[config.mk]
export PLATFORM = sky130hd
export DESIGN_NAME = ofb_isqrt
export DESIGN_NICKNAME = d
export VERILOG_FILES = /design/src/hw/rtl/ofb_pkg.sv /design/src/hw/rtl/ofb_isqrt.sv
export SDC_FILE = /design/constraint.sdc
export NUM_CORES = 2
export LEC_CHECK = 0
export BUFFER_PORTS_ARGS = -buffer_cell sky130_fd_sc_hd__buf_2
export CORE_MARGIN = 2
export CORE_UTILIZATION = 55
export DETAILED_ROUTE_END_ITERATION = 6
export PLACE_DENSITY = 0.72
export SYNTH_ARGS = -nofsm -noshare
export SYNTH_HDL_FRONTEND = slang
export SYNTH_MEMORY_MAX_BITS = 65536
export SYNTH_SLANG_ARGS = --single-unit
[constraint.sdc]
create_clock -name clk_i -period 7.46 [get_ports clk_i]
set_input_delay 1.492 -clock clk_i [delete_from_list [all_inputs] [get_ports clk_i]]
set_output_delay 1.492 -clock clk_i [all_outputs]
set_load 0.01 [all_outputs]
[src/hw/rtl/ofb_pkg.sv]
// ----------------------------------------------------------------------------
// ofb_pkg
// Shared constants of the orthonormal frame builder: status codes, field
// widths and the normalization target.
// ----------------------------------------------------------------------------
package ofb_pkg;

  localparam int unsigned OutW     = 16;
  localparam int unsigned StatusW  = 2;
  localparam int unsigned ThrW     = 15;
  localparam logic [ThrW-1:0] ThrReset = 15'd1;

  // the largest shifted magnitude lives in [2^30, 2^31)
  localparam int unsigned MagW     = 32;
  localparam int unsigned NormTop  = 30;

  localparam logic [StatusW-1:0] StOk       = 2'd0;
  localparam logic [StatusW-1:0] StPrimZero = 2'd1;
  localparam logic [StatusW-1:0] StSecZero  = 2'd2;
  localparam logic [StatusW-1:0] StParallel = 2'd3;

endpackage

[src/hw/rtl/ofb_isqrt.sv]
// ----------------------------------------------------------------------------
// ofb_isqrt
// Pipelined integer square root, one result bit per stage, with a sideband
// that travels alongside.
// ----------------------------------------------------------------------------
module ofb_isqrt import ofb_pkg::*; #(
  parameter int unsigned VW = 64,
  parameter int unsigned SW = 1
) (
  input  logic              clk_i,
  input  logic              rst_ni,
  input  logic              valid_i,
  input  logic [VW-1:0]     rad_i,
  input  logic [SW-1:0]     side_i,
  output logic              valid_o,
  output logic [VW/2-1:0]   root_o,
  output logic [SW-1:0]     side_o
);

  localparam int unsigned N = VW / 2;

  logic [VW-1:0] rem_q  [N];
  logic [VW-1:0] root_q [N];
  logic [SW-1:0] side_q [N];
  logic          vld_q  [N];

  for (genvar k = 0; k < N; k++) begin : g_stage
    localparam int unsigned Sh = VW - 2 - 2 * k;
    localparam logic [VW:0] Bit = (VW+1)'(1) << Sh;

    logic [VW-1:0] rem_c, root_c, rem_d, root_d;
    logic [SW-1:0] side_c;
    logic          vld_c;
    logic [VW:0]   trial;

    if (k == 0) begin : g_first
      assign rem_c  = rad_i;
      assign root_c = '0;
      assign side_c = side_i;
      assign vld_c  = valid_i;
    end else begin : g_next
      assign rem_c  = rem_q[k-1];
      assign root_c = root_q[k-1];
      assign side_c = side_q[k-1];
      assign vld_c  = vld_q[k-1];
    end

    always_comb begin
      trial = {1'b0, root_c} + Bit;
      if ({1'b0, rem_c} >= trial) begin
        rem_d  = rem_c - trial[VW-1:0];
        root_d = (root_c >> 1) + Bit[VW-1:0];
      end else begin
        rem_d  = rem_c;
        root_d = root_c >> 1;
      end
    end

    always_ff @(posedge clk_i or negedge rst_ni) begin
      if (!rst_ni) begin
        vld_q[k] <= 1'b0;
      end else begin
        vld_q[k] <= vld_c;
      end
    end

    always_ff @(posedge clk_i) begin
      rem_q[k]  <= rem_d;
      root_q[k] <= root_d;
      side_q[k] <= side_c;
    end
  end

  assign valid_o = vld_q[N-1];
  assign root_o  = root_q[N-1][N-1:0];
  assign side_o  = side_q[N-1];

endmodule

* Word level (Yosys, flattened, before mapping)
Memories as Yosys holds them, arrays and structs flattened. Cells that the tools add are included.
Storage, ports and cells: bits in registers 32, RAM bits 4128, input port bits 68, output and inout bits 34, word-level logic and storage cells 225, memories 3
Memories:
- rem_q | depth 32, bits a word 64, read ports 31, clocked after Yosys merged registers in 0, write ports 32, RTL line ofb_isqrt.sv:22 | logic [VW-1:0] rem_q [N];
- root_q | depth 32, bits a word 64, read ports 32, clocked after Yosys merged registers in 0, write ports 32, RTL line ofb_isqrt.sv:23 | logic [VW-1:0] root_q [N];
- side_q | depth 32, bits a word 1, read ports 32, clocked after Yosys merged registers in 0, write ports 32, RTL line ofb_isqrt.sv:24 | logic [SW-1:0] side_q [N];
Operators by class: add/sub/neg operators 94, magnitude comparators 32, multiplexer cells 64
Operator list (count):
- $mux 64 | 63
- $ge 64x65->1 | 31
- $sub 64x64->64 | 31
- $add 64x1->65 const B | 1
- $add 64x11->65 const B | 1
- $add 64x13->65 const B | 1
- $add 64x15->65 const B | 1
- $add 64x17->65 const B | 1
- $add 64x19->65 const B | 1
- $add 64x21->65 const B | 1
- $add 64x23->65 const B | 1
- $add 64x25->65 const B | 1
- $add 64x27->65 const B | 1
- $add 64x29->65 const B | 1
- $add 64x3->65 const B | 1
- $add 64x31->65 const B | 1
- $add 64x33->65 const B | 1
- $add 64x35->65 const B | 1
- $add 64x37->65 const B | 1
- $add 64x39->65 const B | 1
- $add 64x41->65 const B | 1
- $add 64x43->65 const B | 1
- $add 64x45->65 const B | 1
- $add 64x47->65 const B | 1
- 44 further kinds | 44

* Longest topological paths before layout
An unclocked memory read counts as a cell.
depth after elaboration 4, depth in mapped cells 15, gate-level depth less buffers 13

* Worst setup path after synthesis
OpenSTA, ideal clock, no wires.
path type flip-flop to flip-flop, start memory root_q[29][32] (netlist: root_q[3][352]), end memory rem_q[30][61] (netlist: rem_q[1][957]), setup time 0.134 ns, arrival 2.995 ns, data required time 7.326 ns, setup slack 4.331 ns, stages on the path, launching flop included 13, path buffers 2, period minus slack after synthesis 3.129 ns, cells stage by stage dfxtp_1 -> inv_1 -> ha_1 -> clkbuf_1 -> nand4_1 -> or2_2 -> nor4_1 -> a31oi_1 -> o31a_1 -> buf_4 -> a2111oi_4 -> nor4bb_1 -> xor2_1
RTL lines (RTL line):
- start: declaration | ofb_isqrt.sv:23
- end: declaration | ofb_isqrt.sv:22

==> flow_summary.yaml <==
cells_and_area:
  fin_area_um2: 109500
  utilization: 0.6216
  drive_above_1_share: 0.07264
  nets: 10560
  layout_common_cells: "2544 x dfxtp_1, 686 x inv_1, 620 x nand2_1, 589 x a21oi_1, 579 x nor2_1"
  area_delta_synth_final_pct: 12.36
  mostFrequentLayoutCell: "dfxtp_1"
sta:
  whs_ns: 0.2969
  fmax_ghz: 0.2163
  worstMarginPinSlew_ns: 1.480
  skew_ns: 0.08955
  slew_headroom: 0.004671
  slew_violations: 0
  tns_ns: 0
  hold_viol_final: 0
  setup_viol: 0
  period_share: 0.6197
  min_period_ns: 4.623
  rsz0062_at_grt: "no"
logic_synthesis:
  synth_cells: 9721
  synth_top_area_frac: 0.5228
  yosysSeqAreaShare: 0.5310
  synth_ff_type: "dfxtp_1"
  ys_types: 99
  syn_nets: 10350
  synth_area_leaders: "dfxtp_1 52%, ha_1 7.2%, xnor2_1 4.1%, xor2_1 3.7%, a21oi_1 3.0%"
  synth_seq_cells: 2576
  yosysTopAreaCell: "dfxtp_1"
  syn_area_um2: 97420
  synth_area_per_cell_um2: 10.02
  ys_warn_count: 0
  synth-edff-count: 0
  synthArstFlopShare: 0.01242
place:
  io_buffers: 101
  place_congestion: 0.9803
  place_area_um2: 100300
  dp_hpwl_mm: 197.3
clock_tree:
  cts_root_buffer: "clkbuf_16"
  postCtsSetupBuffers: 0
  post_cts_resized: 0
  cts_buffers: 276
  cts_num_sinks: 2576
  clk_pin_slew_ns: 0.06
  cts_hold_buf: 0
  cts_tree: "yes"
  clock_latency_ns: 0.96
  cts_htree_levels: 5
  cts_buffer_depth: 4
min_path:
  min_delay_worst_endpoint: "rem_q[0][772]"
  worstHoldStart: "rem_q[0][708]"
  whs_path_depth: 0
  hold_path.class: "reg2reg"
floorplanning:
  start_util: 0.5532
  die-area_um2: 180500
  ios: 102
  die_y_um: 424.9
  fp.dieW_um: 424.9
  rows: 154
  core_um2: 176100
power_and_ir_drop:
  irDropWorstVdd_v: 0.0002538
  power_leakage_nw: 49.65
  power.density_nw_per_um2: 403.0
global_routing:
  grt_pass1_vias: 72200
  antenna_found_initial: 3
  grt_usage: 0.2760
  grt_overflow: 0
  grt_pass1_wl_mm: 391.7
  grt_max_degree: 72
route:
  wl_per_cell_um: 20.25
  drc: 9
  dr_wl_met2_mm: 134.9
  drt_iter0_markers: 4154
  routed_wl_mm: 252.3
  first_pass_iters: 7
  ant_nets: 0
  routed_via_density: 5.620
  top_layer_used: "met5"
  route.met3.wl_mm: 7.833
  via_count: 70020
  wl_met1_mm: 90.23
worst_setup_path:
  reg2reg_slack_ns: 2.84
  worst-path-max-fanout: 49
  required_ns: 8.22
  start_kind: "flop"
  worstSetupPathType: "reg2reg"
  r2r-end: "rem_q[1][880]"
  critPathLaunch: "root_q[3][268]"
  critPathArrivalTime_ns: 5.38
  reg2reg_depth: 14
  cp-end-kind: "flop"
  r2r-start: "root_q[3][268]"
outcome:
  violations: "design-rule violations, max-capacitance violations"
  status: "finished with violations"
flow_run:
  drv_cap: 1
[flip-flops by register name, summed over array words and instances, names as in the netlist]
register	flops
g_stage.vld_c	31
rem_q	1984
root_q	528
side_q	32
valid_o	1
[synth_stat cells, drive strengths merged, types with 32 or more instances]
library cell  number
dfxtp           2544
inv              690
nand2            620
a21oi            591
nor2             579
ha               558
o21ai            487
xnor2            461
xor2             413
nor4             354
nor3             276
a21o             209
nand3            168
nand4            165
clkbuf           159
nand2b           108
or3              105
o21a             104
nor2b             79
mux2              78
or4               67
and3              59
a31oi             53
nor4b             51
a211oi            50
o21bai            48
buf               45
o31ai             40
or2               39
and2              38
o211ai            37
dfrtp             32
nand3b            32
[per-layer routing]
layer  up-vias  global-route usage
met5         -                   0
met4         2              0.1928
met3       780             0.03580
met2      1683              0.5388
met1     33120              0.2642
li1      34440                   -
[per-stage QoR]
stage / total power [mW] / cells / setup WS, ns
2_1_floorplan: 27.13 / 9721 / 4.331
3_3_place_gp: 30.30 / 11990 / 2.777
3_5_place_dp: 30.53 / 11990 / 2.841
4_1_cts: 44.26 / 12460 / 2.809
5_1_grt: 46.41 / 12460 / 2.280
6_report: 44.12 / 12460 / 2.837
[how the worst max path moves through the flow]
stage | to | slack [ns] | cells past startpoint
4_1_cts | rem_q[1][62] | 2.81 | 13
3_5_place_dp | rem_q[1][62] | 2.84 | 13
2_1_floorplan | rem_q[1][957] | 4.33 | 12
5_1_grt | rem_q[1][62] | 2.28 | 13
3_3_place_gp | rem_q[1][58] | 2.78 | 13
6_report | rem_q[1][880] | 2.84 | 14
[cell type report]
cell class / instances / area (um2)
fillers: 14170 / 66650
flip-flops and latches: 2576 / 51730
multi-input cells: 6248 / 42330
clock buffers: 375 / 7791
well taps: 2340 / 2928
inverters: 692 / 2597
clock inverters: 93 / 1326
repair buffers: 135 / 760.7
diodes: 1 / 2.502
[critical path: stages, from the launching register on]
cell and delay (ns):
dfxtp_1 0.33, inv_1 0.05, ha_1 0.35, a21oi_1 0.23, o21ai_0 0.22, and2_1 0.25
a311oi_1 0.76, a2111oi_0 0.26, buf_4 0.21, o31ai_1 0.30, and2_2 0.39, buf_4 0.46
inv_2 0.26, and3_1 0.25, xor2_1 0.13
[kinds of logic (layout without fill, tap and decap cells)]
logic type      after synthesis  in the layout  synth area share
compound gates             1858           1858            0.1185
xor+xnor                    874            874           0.07865
fa+ha+maj                   558            558           0.07167
buf+inv                     897           1295           0.03549
flops                      2576           2576            0.5310
mux                          95             95           0.01088
other cells                   0              1                 0
simple gates               2863           2863            0.1538
[power breakdown]
group	internal, mW	switching (mW)
Sequential	16.9	2.58
Combinational	4.78	6.20
Clock	8.32	5.37
Total	30.0	14.2
(Power assumes the default switching activity.)
